[config.mk]
export PLATFORM = sky130hd
export DESIGN_NAME = pacing_decision_controller
export DESIGN_NICKNAME = d
export VERILOG_FILES = /design/src/pdc_pkg.sv /design/src/pdc_cell.sv /design/src/pdc_divider.sv /design/src/pacing_decision_controller.sv
export SDC_FILE = /design/constraint.sdc
export NUM_CORES = 2
export LEC_CHECK = 0
export BUFFER_PORTS_ARGS = -buffer_cell sky130_fd_sc_hd__buf_2
export CORE_ASPECT_RATIO = 0.5
export CORE_MARGIN = 5
export CORE_UTILIZATION = 40
export CTS_CLUSTER_DIAMETER = 100
export CTS_CLUSTER_SIZE = 24
export DETAILED_ROUTE_END_ITERATION = 10
export HOLD_SLACK_MARGIN = 0.08
export MAX_ROUTING_LAYER = met4
export PLACE_DENSITY = 0.52
export SLEW_MARGIN = 20
export SYNTH_ARGS = -nofsm -noshare
export SYNTH_HDL_FRONTEND = slang
export SYNTH_SLANG_ARGS = --single-unit
[constraint.sdc]
create_clock -name clk -period 25.2 [get_ports clk]
set_input_delay 2.52 -clock clk [delete_from_list [all_inputs] [get_ports clk]]
set_output_delay 2.52 -clock clk [all_outputs]
set_load 0.005 [all_outputs]
[src/pdc_pkg.sv]
// Package for the pacing decision controller.
// It holds the field widths, the event codes and the divider sizes.
// It has no dependencies.
package pdc_pkg;

    localparam int SAMPLE_W = 16;
    localparam int TIME_W   = 24;
    localparam int LRI_W    = 16;
    localparam int GRI_W    = 17;
    localparam int PERIOD_W = 10;
    localparam int CFG_W    = 24;
    localparam int SUM_W    = 48;
    localparam int COUNT_W  = 24;
    localparam int SLOPE_W  = 32;
    localparam int THR_W    = 51;
    localparam int DIVD_W   = 52;
    localparam int DIVS_W   = 25;

    // One neighbor difference is scaled to Q4 units per second.
    localparam int SlopeScale = 16000;

    typedef enum logic [1:0] {
        REG_LEARN_TIME = 2'd0,
        REG_LRI_LIMIT  = 2'd1,
        REG_GRI_LIMIT  = 2'd2,
        REG_PERIOD     = 2'd3
    } cfg_reg_t;

    typedef enum logic [2:0] {
        EV_NOT_READY = 3'd0,
        EV_LEARNING  = 3'd1,
        EV_THR_SET   = 3'd2,
        EV_ACTIVATE  = 3'd3,
        EV_WAITING   = 3'd4,
        EV_DET_IGN   = 3'd5,
        EV_IGNORING  = 3'd6,
        EV_PACING    = 3'd7
    } event_t;

endpackage

[src/pdc_cell.sv]
// One cell of the sample chain of the pacing decision controller.
// It holds one sample and takes its neighbor's value on each shift.
// It depends on pdc_pkg for the sample width.
module pdc_cell (
    input  logic                                clk,
    input  logic                                shift_en,
    input  logic signed [pdc_pkg::SAMPLE_W-1:0] d_in,
    output logic signed [pdc_pkg::SAMPLE_W-1:0] q
);

    logic signed [pdc_pkg::SAMPLE_W-1:0] data_reg;

    // The sample moves one place along the chain on each shift.
    always_ff @(posedge clk)
    begin
        if (shift_en)
        begin
            data_reg <= d_in;
        end
    end

    assign q = data_reg;

endmodule

[src/pdc_divider.sv]
// Restoring divider of the pacing decision controller, one quotient bit a cycle.
// It divides unsigned magnitudes; the caller applies the sign.
// It depends on pdc_pkg for the operand widths.
module pdc_divider (
    input  logic                        clk,
    input  logic                        rst_n,
    input  logic                        start,
    input  logic [pdc_pkg::DIVD_W-1:0]  dividend,
    input  logic [pdc_pkg::DIVS_W-1:0]  divisor,
    output logic                        done,
    output logic [pdc_pkg::DIVD_W-1:0]  quotient
);

    localparam int CNT_W = $clog2(pdc_pkg::DIVD_W);

    logic [pdc_pkg::DIVD_W-1:0] q_reg;
    logic [pdc_pkg::DIVS_W:0]   rem_reg;
    logic [pdc_pkg::DIVS_W-1:0] div_reg;
    logic [CNT_W-1:0]           cnt_reg;
    logic                       run_reg;
    logic                       done_reg;
    logic [pdc_pkg::DIVS_W:0]   trial;
    logic                       fits;

    // Bring down the next dividend bit and try the subtraction.
    always_comb
    begin
        trial = {rem_reg[pdc_pkg::DIVS_W-1:0], q_reg[pdc_pkg::DIVD_W-1]};
        fits  = (trial >= {1'b0, div_reg});
    end

    // Control of the iteration.
    always_ff @(posedge clk or negedge rst_n)
    begin
        if (!rst_n)
        begin
            run_reg  <= 1'b0;
            done_reg <= 1'b0;
            cnt_reg  <= '0;
        end
        else
        begin
            done_reg <= 1'b0;
            if (start)
            begin
                run_reg <= 1'b1;
                cnt_reg <= '0;
            end
            else if (run_reg)
            begin
                cnt_reg <= cnt_reg + 1'b1;
                if (cnt_reg == CNT_W'(pdc_pkg::DIVD_W - 1))
                begin
                    run_reg  <= 1'b0;
                    done_reg <= 1'b1;
                end
            end
        end
    end

    // Data path: the dividend shifts out as the quotient shifts in.
    always_ff @(posedge clk)
    begin
        if (start)
        begin
            q_reg   <= dividend;
            rem_reg <= '0;
            div_reg <= divisor;
        end
        else if (run_reg)
        begin
            q_reg   <= {q_reg[pdc_pkg::DIVD_W-2:0], fits};
            rem_reg <= fits ? (trial - {1'b0, div_reg}) : trial;
        end
    end

    assign done     = done_reg;
    assign quotient = q_reg;

endmodule

[src/pacing_decision_controller.sv]
// Top level of the pacing decision controller.
// It depends on pdc_pkg, pdc_cell and pdc_divider.
//
//  channel  | handshake             | beat contents
//  ---------+-----------------------+------------------------------------------------
//  input    | in_valid / in_stall   | sample, time_ms
//  output   | out_valid / out_stall | event_res, activation_seen, pace_active,
//           |                       | lri_ms, gri_ms
//  config   | cfg_we                | cfg_index, cfg_data
//
// A beat that leaves the window short goes straight to the output. A learning or a
// detection beat first rotates the sample chain once through its WINDOW cells to
// find the steepest fall, then the shared divider does the scaling. The threshold
// beat uses the divider for the mean, or skips it when no minimum was learned.
// in_stall is high while a beat is at work; a stalled result holds its register.
// After reset the window is empty and the first WINDOW - 1 beats give not_ready.
module pacing_decision_controller #(
    parameter int WINDOW = 32
) (
    input  logic                                 clk,
    input  logic                                 rst_n,
    input  logic                                 in_valid,
    output logic                                 in_stall,
    input  logic signed [pdc_pkg::SAMPLE_W-1:0]  sample,
    input  logic [pdc_pkg::TIME_W-1:0]           time_ms,
    output logic                                 out_valid,
    input  logic                                 out_stall,
    output logic [2:0]                           event_res,
    output logic                                 activation_seen,
    output logic                                 pace_active,
    output logic [pdc_pkg::LRI_W-1:0]            lri_ms,
    output logic signed [pdc_pkg::GRI_W-1:0]     gri_ms,
    input  logic                                 cfg_we,
    input  logic [1:0]                           cfg_index,
    input  logic [pdc_pkg::CFG_W-1:0]            cfg_data
);

    localparam int FILL_W = $clog2(WINDOW + 1);
    localparam int SCAN_W = $clog2(WINDOW);
    localparam int DIFF_W = pdc_pkg::SAMPLE_W + 1;

    typedef enum logic [4:0] {
        S_IDLE   = 5'b00001,
        S_SCAN   = 5'b00010,
        S_DIV    = 5'b00100,
        S_DECIDE = 5'b01000,
        S_OUT    = 5'b10000
    } state_t;

    typedef enum logic [1:0] {
        MODE_LEARN  = 2'd0,
        MODE_THR    = 2'd1,
        MODE_DETECT = 2'd2
    } mode_t;

    // Configuration registers.
    logic [pdc_pkg::TIME_W-1:0]   learn_time_reg;
    logic [pdc_pkg::LRI_W-1:0]    lri_limit_reg;
    logic [pdc_pkg::LRI_W-1:0]    gri_limit_reg;
    logic [pdc_pkg::PERIOD_W-1:0] period_cfg_reg;

    // Control and algorithm state.
    state_t                              state_reg;
    mode_t                               mode_reg;
    pdc_pkg::event_t                     ev_reg;
    logic [FILL_W-1:0]                   fill_reg;
    logic [SCAN_W-1:0]                   scan_reg;
    logic signed [DIFF_W-1:0]            min_reg;
    logic                                neg_reg;
    logic [pdc_pkg::PERIOD_W-1:0]        period_reg;
    logic signed [pdc_pkg::SUM_W-1:0]    sum_reg;
    logic [pdc_pkg::COUNT_W-1:0]         count_reg;
    logic signed [pdc_pkg::THR_W-1:0]    thr_reg;
    logic                                thr_ready_reg;
    logic                                act_reg;
    logic                                pace_reg;
    logic [pdc_pkg::LRI_W-1:0]           lri_reg;
    logic signed [pdc_pkg::GRI_W-1:0]    gri_reg;

    // Output register.
    logic                                out_valid_reg;
    logic [2:0]                          out_ev_reg;
    logic                                out_act_reg;
    logic                                out_pace_reg;
    logic [pdc_pkg::LRI_W-1:0]           out_lri_reg;
    logic signed [pdc_pkg::GRI_W-1:0]    out_gri_reg;

    logic                                accept;
    logic [FILL_W-1:0]                   fill_inc;
    logic                                shift_en;
    logic signed [pdc_pkg::SAMPLE_W-1:0] cell_q [WINDOW];
    logic signed [DIFF_W-1:0]            diff;
    logic                                scan_last;
    logic                                out_load;

    logic                                div_start;
    logic [pdc_pkg::DIVD_W-1:0]          div_dividend;
    logic [pdc_pkg::DIVS_W-1:0]          div_divisor;
    logic                                div_done;
    logic [pdc_pkg::DIVD_W-1:0]          div_quot;

    logic [DIFF_W-1:0]                   min_abs;
    logic [pdc_pkg::DIVD_W-1:0]          slope_num;
    logic signed [pdc_pkg::DIVD_W-1:0]   sum9;
    logic [pdc_pkg::DIVD_W-1:0]          sum9_abs;
    logic signed [pdc_pkg::SLOPE_W-1:0]  slope;
    logic signed [pdc_pkg::THR_W-1:0]    thr_quot;
    logic signed [pdc_pkg::SUM_W:0]      sum_wide;
    logic signed [pdc_pkg::SUM_W-1:0]    sum_sat;
    logic                                det;
    logic                                inwin;
    logic                                gri_le0;
    logic [pdc_pkg::LRI_W:0]             lri_wide;
    logic [pdc_pkg::LRI_W-1:0]           lri_step;
    logic signed [pdc_pkg::GRI_W:0]      gri_wide;
    logic signed [pdc_pkg::GRI_W-1:0]    gri_step;

    assign accept   = in_valid && !in_stall;
    assign in_stall = (state_reg != S_IDLE);
    assign fill_inc = (fill_reg < FILL_W'(WINDOW)) ? fill_reg + 1'b1 : fill_reg;
    assign shift_en = accept || (state_reg == S_SCAN);
    assign out_load = (state_reg == S_OUT) && (!out_valid_reg || !out_stall);

    // Configuration writes.
    always_ff @(posedge clk or negedge rst_n)
    begin
        if (!rst_n)
        begin
            learn_time_reg <= pdc_pkg::TIME_W'(10000);
            lri_limit_reg  <= pdc_pkg::LRI_W'(2000);
            gri_limit_reg  <= pdc_pkg::LRI_W'(1000);
            period_cfg_reg <= pdc_pkg::PERIOD_W'(10);
        end
        else if (cfg_we)
        begin
            unique case (pdc_pkg::cfg_reg_t'(cfg_index))
                pdc_pkg::REG_LEARN_TIME: learn_time_reg <= cfg_data;
                pdc_pkg::REG_LRI_LIMIT:  lri_limit_reg  <= cfg_data[pdc_pkg::LRI_W-1:0];
                pdc_pkg::REG_GRI_LIMIT:  gri_limit_reg  <= cfg_data[pdc_pkg::LRI_W-1:0];
                pdc_pkg::REG_PERIOD:     period_cfg_reg <= cfg_data[pdc_pkg::PERIOD_W-1:0];
                default:                 period_cfg_reg <= period_cfg_reg;
            endcase
        end
    end

    // Sample chain: a new sample enters at the newest end, and during the
    // scan the chain rotates so that each neighbor pair passes the oldest end.
    genvar gi;
    generate
        for (gi = 0; gi < WINDOW; gi++)
        begin : g_cell
            logic signed [pdc_pkg::SAMPLE_W-1:0] cell_in;
            if (gi == WINDOW - 1)
            begin : g_head
                assign cell_in = accept ? sample : cell_q[0];
            end
            else
            begin : g_body
                assign cell_in = cell_q[gi + 1];
            end
            pdc_cell u_cell (
                .clk      (clk),
                .shift_en (shift_en),
                .d_in     (cell_in),
                .q        (cell_q[gi])
            );
        end
    endgenerate

    assign diff      = DIFF_W'(cell_q[1]) - DIFF_W'(cell_q[0]);
    assign scan_last = (scan_reg == SCAN_W'(WINDOW - 1));

    // Divider operands: the slope scaling or the threshold mean.
    always_comb
    begin
        min_abs      = min_reg[DIFF_W-1] ? DIFF_W'(-min_reg) : DIFF_W'(min_reg);
        slope_num    = pdc_pkg::DIVD_W'(min_abs) * pdc_pkg::DIVD_W'(pdc_pkg::SlopeScale);
        sum9         = (pdc_pkg::DIVD_W'(sum_reg) <<< 3) + pdc_pkg::DIVD_W'(sum_reg);
        sum9_abs     = sum9[pdc_pkg::DIVD_W-1] ? pdc_pkg::DIVD_W'(-sum9)
                                               : pdc_pkg::DIVD_W'(sum9);
        div_start    = 1'b0;
        div_dividend = sum9_abs;
        div_divisor  = {count_reg, 1'b0};
        if (state_reg == S_SCAN)
        begin
            div_start    = scan_last;
            div_dividend = slope_num;
            div_divisor  = pdc_pkg::DIVS_W'(period_reg);
        end
        else if (accept && (fill_inc == FILL_W'(WINDOW)) && (time_ms >= learn_time_reg)
                 && !thr_ready_reg && (count_reg != '0))
        begin
            div_start = 1'b1;
        end
    end

    pdc_divider u_div (
        .clk      (clk),
        .rst_n    (rst_n),
        .start    (div_start),
        .dividend (div_dividend),
        .divisor  (div_divisor),
        .done     (div_done),
        .quotient (div_quot)
    );

    // Signed results and the decision terms.
    always_comb
    begin
        slope    = neg_reg ? -pdc_pkg::SLOPE_W'(div_quot) : pdc_pkg::SLOPE_W'(div_quot);
        thr_quot = neg_reg ? -pdc_pkg::THR_W'(div_quot) : pdc_pkg::THR_W'(div_quot);
        sum_wide = (pdc_pkg::SUM_W + 1)'(sum_reg) + (pdc_pkg::SUM_W + 1)'(slope);
        if (sum_wide[pdc_pkg::SUM_W] != sum_wide[pdc_pkg::SUM_W-1])
        begin
            sum_sat = sum_wide[pdc_pkg::SUM_W] ? {1'b1, {(pdc_pkg::SUM_W-1){1'b0}}}
                                               : {1'b0, {(pdc_pkg::SUM_W-1){1'b1}}};
        end
        else
        begin
            sum_sat = sum_wide[pdc_pkg::SUM_W-1:0];
        end
        det      = pdc_pkg::THR_W'(slope) < thr_reg;
        inwin    = (lri_reg <= lri_limit_reg) || pace_reg;
        gri_le0  = gri_reg[pdc_pkg::GRI_W-1] || (gri_reg == '0);
        lri_wide = (pdc_pkg::LRI_W + 1)'(lri_reg) + (pdc_pkg::LRI_W + 1)'(period_reg);
        lri_step = lri_wide[pdc_pkg::LRI_W] ? {pdc_pkg::LRI_W{1'b1}}
                                            : lri_wide[pdc_pkg::LRI_W-1:0];
        gri_wide = (pdc_pkg::GRI_W + 1)'(gri_reg)
                 - (pdc_pkg::GRI_W + 1)'($signed({1'b0, period_reg}));
        gri_step = (gri_wide[pdc_pkg::GRI_W] != gri_wide[pdc_pkg::GRI_W-1])
                 ? {1'b1, {(pdc_pkg::GRI_W-1){1'b0}}} : gri_wide[pdc_pkg::GRI_W-1:0];
    end

    // Sequencer and algorithm state.
    always_ff @(posedge clk or negedge rst_n)
    begin
        if (!rst_n)
        begin
            state_reg     <= S_IDLE;
            mode_reg      <= MODE_LEARN;
            ev_reg        <= pdc_pkg::EV_NOT_READY;
            fill_reg      <= '0;
            scan_reg      <= '0;
            neg_reg       <= 1'b0;
            period_reg    <= '0;
            sum_reg       <= '0;
            count_reg     <= '0;
            thr_reg       <= '0;
            thr_ready_reg <= 1'b0;
            act_reg       <= 1'b0;
            pace_reg      <= 1'b0;
            lri_reg       <= '0;
            gri_reg       <= '0;
        end
        else
        begin
            unique case (state_reg)
                S_IDLE:
                begin
                    if (accept)
                    begin
                        fill_reg   <= fill_inc;
                        period_reg <= (period_cfg_reg == '0) ? pdc_pkg::PERIOD_W'(1)
                                                             : period_cfg_reg;
                        scan_reg   <= '0;
                        if (fill_inc != FILL_W'(WINDOW))
                        begin
                            ev_reg    <= pdc_pkg::EV_NOT_READY;
                            state_reg <= S_OUT;
                        end
                        else if (time_ms < learn_time_reg)
                        begin
                            mode_reg  <= MODE_LEARN;
                            state_reg <= S_SCAN;
                        end
                        else if (!thr_ready_reg)
                        begin
                            mode_reg  <= MODE_THR;
                            neg_reg   <= sum9[pdc_pkg::DIVD_W-1];
                            state_reg <= (count_reg == '0) ? S_DECIDE : S_DIV;
                        end
                        else
                        begin
                            mode_reg  <= MODE_DETECT;
                            state_reg <= S_SCAN;
                        end
                    end
                end
                S_SCAN:
                begin
                    scan_reg <= scan_reg + 1'b1;
                    if (scan_last)
                    begin
                        neg_reg   <= min_reg[DIFF_W-1];
                        state_reg <= S_DIV;
                    end
                end
                S_DIV:
                begin
                    if (div_done)
                    begin
                        state_reg <= S_DECIDE;
                    end
                end
                S_DECIDE:
                begin
                    state_reg <= S_OUT;
                    case (mode_reg)
                        MODE_LEARN:
                        begin
                            sum_reg <= sum_sat;
                            if (count_reg != {pdc_pkg::COUNT_W{1'b1}})
                            begin
                                count_reg <= count_reg + 1'b1;
                            end
                            ev_reg <= pdc_pkg::EV_LEARNING;
                        end
                        MODE_THR:
                        begin
                            thr_reg       <= (count_reg == '0) ? '0 : thr_quot;
                            thr_ready_reg <= 1'b1;
                            ev_reg        <= pdc_pkg::EV_THR_SET;
                        end
                        default:
                        begin
                            if (inwin && !act_reg)
                            begin
                                if (det)
                                begin
                                    lri_reg  <= '0;
                                    gri_reg  <= pdc_pkg::GRI_W'(gri_limit_reg);
                                    pace_reg <= 1'b0;
                                    act_reg  <= 1'b1;
                                    ev_reg   <= pdc_pkg::EV_ACTIVATE;
                                end
                                else
                                begin
                                    lri_reg <= lri_step;
                                    gri_reg <= gri_step;
                                    ev_reg  <= pdc_pkg::EV_WAITING;
                                end
                            end
                            else if (inwin)
                            begin
                                if (det && gri_le0)
                                begin
                                    lri_reg  <= '0;
                                    gri_reg  <= pdc_pkg::GRI_W'(gri_limit_reg);
                                    pace_reg <= 1'b0;
                                    ev_reg   <= pdc_pkg::EV_ACTIVATE;
                                end
                                else
                                begin
                                    lri_reg <= lri_step;
                                    gri_reg <= gri_step;
                                    if (gri_le0)
                                    begin
                                        ev_reg <= pdc_pkg::EV_WAITING;
                                    end
                                    else if (det)
                                    begin
                                        ev_reg <= pdc_pkg::EV_DET_IGN;
                                    end
                                    else
                                    begin
                                        ev_reg <= pdc_pkg::EV_IGNORING;
                                    end
                                end
                            end
                            else
                            begin
                                pace_reg <= 1'b1;
                                ev_reg   <= pdc_pkg::EV_PACING;
                            end
                        end
                    endcase
                end
                S_OUT:
                begin
                    if (out_load)
                    begin
                        state_reg <= S_IDLE;
                    end
                end
                default:
                begin
                    state_reg <= S_IDLE;
                end
            endcase
        end
    end

    // Running minimum of the neighbor differences; the wrap pair is skipped.
    always_ff @(posedge clk)
    begin
        if ((state_reg == S_SCAN) && !scan_last)
        begin
            if ((scan_reg == '0) || (diff < min_reg))
            begin
                min_reg <= diff;
            end
        end
    end

    // Output register.
    always_ff @(posedge clk or negedge rst_n)
    begin
        if (!rst_n)
        begin
            out_valid_reg <= 1'b0;
        end
        else if (out_load)
        begin
            out_valid_reg <= 1'b1;
        end
        else if (!out_stall)
        begin
            out_valid_reg <= 1'b0;
        end
    end

    always_ff @(posedge clk)
    begin
        if (out_load)
        begin
            out_ev_reg   <= ev_reg;
            out_act_reg  <= act_reg;
            out_pace_reg <= pace_reg;
            out_lri_reg  <= lri_reg;
            out_gri_reg  <= gri_reg;
        end
    end

    assign out_valid       = out_valid_reg;
    assign event_res       = out_ev_reg;
    assign activation_seen = out_act_reg;
    assign pace_active     = out_pace_reg;
    assign lri_ms          = out_lri_reg;
    assign gri_ms          = out_gri_reg;

endmodule
==> flow_summary_export.csv <==
group,metric,value,unit
final_layout,ff_latch_area,26500,µm²
setup_path,startpoint,"u_div.quotient[5]$_DFFE_PP_",
synth,synthArstFlopShare,28.4,%
detailed_routing,wl,119000,µm
grt,use_met1,28.8,%
clock_tree,cts_sinks,935,
grt,top_usage_layer,"met1",
clock_tree,clk_latency,0.67,ns
synth,synth.distinct_cells,98,
die,rows,90,
detailed_routing,routed_via_density,5.36,
clock_tree,clk_path_buf_depth,3,
setup_path,cp_data_required_time,25.80,ns
grt,gr-total-overflow,0,
placed_design,place_congestion,0.859,
clock_tree,cts_tree,"yes",
setup_path,worstSetupPathType,"flip-flop to flip-flop",
setup_path,worst_path_max_delay_cell,"and2_2",
synth,ys_ff_latch,935,
setup_path,r2r_slack,17.59,ns
clock_tree,cts-resized-gates,0,
power_and_ir_drop,leakage,21.6,nW
clock_tree,cts_setup_buffers,0,
final_layout,layout_commonest_cell,"edfxtp_1",
setup_path,arrival,8.21,ns
die,io_pins,111,
power_and_ir_drop,irDropWorstVdd,0.0552,mV
final_layout,largest_reg_flops,512,
grt,grt_antenna_before_repair,5,
power_and_ir_drop,p_seq_share,46.7,%
placed_design,dpl_cell_area,51200,µm²
synth,yosys-top-cells-area,"edfxtp_1 40%, dfrtp_1 13%, ha_1 8.3%",
flow_run,max-cap-violations,0,
worst_hold_path,hold_path.class,"flip-flop to flip-flop",
synth,yosysTopAreaCell,"edfxtp_1",
final_layout,syn2layout_area_growth,8.13,%
clock_tree,numCtsBuffers,45,
placed_design,dp_hpwl,87200,µm
synth,synth_flop_cell,"edfxtp_1",
power_and_ir_drop,pwr-share-comb,35.9,%
sta,fin_crit_sh,30.2,%
sta,fin_hold_ws,0.405,ns
synth,synth_enable_flop_cells,644,
power_and_ir_drop,power.internal,3.10,mW
synth,yosysWarningCount,0,
sta,worst_pin_slew,1.10,ns
placed_design,preCtsSetupSlack,17.64,ns
synth,postSynthCellCount,4288,
grt,met3_usage,3.37,%
detailed_routing,vias,32188,
sta,setup_viol,0,
worst_hold_path,min_path_cells,0,
die,die_width,503,µm
synth,synth.top_cell.area_share,39.8,%
setup_path,slowest_delay,0.96,ns
setup_path,r2r_start,"u_div.quotient[5]$_DFFE_PP_",
power_and_ir_drop,power_density,93.2,nW/µm²
detailed_routing,drtIter0Drc,2818,
power_and_ir_drop,switching_share,36.7,%
sta,clock.fmax,131,MHz
sta,rsz0062_at_grt,"no",
final_layout,multi_input_area,20600,µm²
clock_tree,htree_levels,2,
final_layout,nFillCells,11237,
worst_hold_path,hp-start,"g_cell[3].u_cell.q[8]$_DFFE_PP_",
die,start_util,40.3,%
die,design.core.area,121000,µm²
die,dieHeight,257,µm
setup_path,cp.depth,21,
sta,min_period,7.61,ns
power_and_ir_drop,finalPower,4.90,mW
outcome,status,"finished clean",
synth,syn-cell-area,48600,µm²
setup_path,worstSetupStartpointType,"flip-flop",
clock_tree,cts_hold_buf,0,
detailed_routing,drc,0,
power_and_ir_drop,clockPowerShare,17.4,%
sta,hold_viol,0,
final_layout,nets,4816,
placed_design,io_buffer_count,110,
sta,setup_ws,17.59,ns
detailed_routing,firstDrtPassIters,6,
sta,final.setup_skew,0.0420,ns
grt,grt_pass1_wl,185000,µm
synth,yosysSeqAreaShare,54.5,%
grt,grt_max_degree,124,
clock_tree,cts.root.buffer_cell,"clkbuf_16",
sta,slew_viol_final,0,
final_layout,design_area,52600,µm²
detailed_routing,wl_per_cell,19.9,µm
sta,tns,0,ns
setup_path,cp-end-kind,"flip-flop",
final_layout,final_cell_mix,"644 x edfxtp_1, 429 x nand2_1, 350 x o21ai_0",
setup_path,cp_cell_sequence,"or3_1 > or3_1 > or3_1 > nand2b_1 > nand2b_1 > nand2b_1 > o41ai_1 > xnor2_1 > ha_1 > and3_1 > nand4_1 > nand2b_1 > o22ai_1 > a31oi_1 > o21ai_0 > o21ai_0 > o21ai_0 > xor2_2 > and2_2 > nand2b_1 > o221a_2",
grt,grt_use_met2,26.2,%
synth,syn_nets,4738,
grt,grt_pass1_vias,31537,
setup_path,worst_path_dominant_cell_family,"simple AND/OR/NAND/NOR gates",
detailed_routing,postRouteAntennaNets,0,
setup_path,cpMostUsedCell,"nand2b_1",
synth,avgSynthCellArea,11.3,µm²
clock_tree,path_clk_slew,0.11,ns
setup_path,rr_worst_depth,21,
setup_path,critPathMaxFanout,37,
final_layout,layout-drive-gt1-share,7.81,%
die,die_area,129000,µm²
grt,track_usage,18.8,%
power_and_ir_drop,switchingPower,1.80,mW
sta,slew-limit-headroom,26.9,%
setup_path,worst-path-buf-inv,0,
## power groups by stage
stage                     sequential, mW  clock, mW  combinational (mW)
after CTS                           2.30      0.888                1.75
after floorplan                     2.40          0                1.30
after global placement              2.32          0                1.72
after detailed placement            2.32          0                1.74
after global routing                2.33      0.946                1.97
final                               2.29      0.853                1.76
## per-layer routing
metal	share of wire, %	up-vias
met2	41	644
met4	1.6	0
met1	52	15820
li1	-	15598
met3	5.8	126
met5	0	-
## cell families after synthesis
logic type / Yosys count / synth area share (%)
compound gates: 1034 / 13.2
xor+xnor: 290 / 5.22
fa+ha+maj: 379 / 10.6
buf+inv: 437 / 3.39
flops: 935 / 54.5
mux: 79 / 1.75
simple gates: 1134 / 11.3
## through the flow
stage / utilization, % / instances
after floorplan: - / 4288
after global placement: 42.4 / 5925
after detailed placement: 42.5 / 5927
after CTS: 43.5 / 6000
after global routing: 43.6 / 6003
final: 43.6 / 6004
## layout make-up
class	count	share of cell area (%)
Antenna cell	2	0.00952
Clock buffer	67	2.30
Clock inverter	6	0.190
Inverter	315	2.25
Multi-Input combinational cell	2916	39.2
Sequential cell	935	50.4
Tap cell	1610	3.83
Timing Repair Buffer	153	1.79
## final timing paths
path | to
setup reg to reg | sum_reg[27]$_DFFE_PN0P_
hold reg to reg | g_cell[2].u_cell.q[8]$_DFFE_PP_
hold / removal | g_cell[2].u_cell.q[8]$_DFFE_PP_
setup / recovery | sum_reg[27]$_DFFE_PN0P_
min in group asynchronous | sum_reg[34]$_DFFE_PN0P_
max in group asynchronous | u_div.cnt_reg[1]$_DFFE_PN0P_
## Yosys cell counts, types with 35 or more instances
master,number
a21o_1,112
a21oi_1,240
clkbuf_1,107
dfrtp_1,246
edfxtp_1,644
fa_1,55
ha_1,324
inv_1,314
mux2_2,47
nand2_1,431
nand2b_1,73
nand3_1,72
nand4_1,54
nor2_1,223
nor3_1,48
o21a_1,35
o21ai_0,351
o31ai_1,49
xnor2_1,189
xor2_1,101
## worst reg2reg max path, cell delays in order, from the launching register on
cell and delay (ns):
edfxtp_1 0.45, or3_1 0.40, or3_1 0.34, or3_1 0.41
nand2b_1 0.22, nand2b_1 0.33, nand2b_1 0.27, o41ai_1 0.37
xnor2_1 0.18, ha_1 0.42, and3_1 0.22, nand4_1 0.16
nand2b_1 0.18, o22ai_1 0.11, a31oi_1 0.11, o21ai_0 0.52
o21ai_0 0.24, o21ai_0 0.33, xor2_2 0.88, and2_2 0.96
nand2b_1 0.25, o221a_2 0.19
No activity file was read; power rests on OpenSTA's default activity.
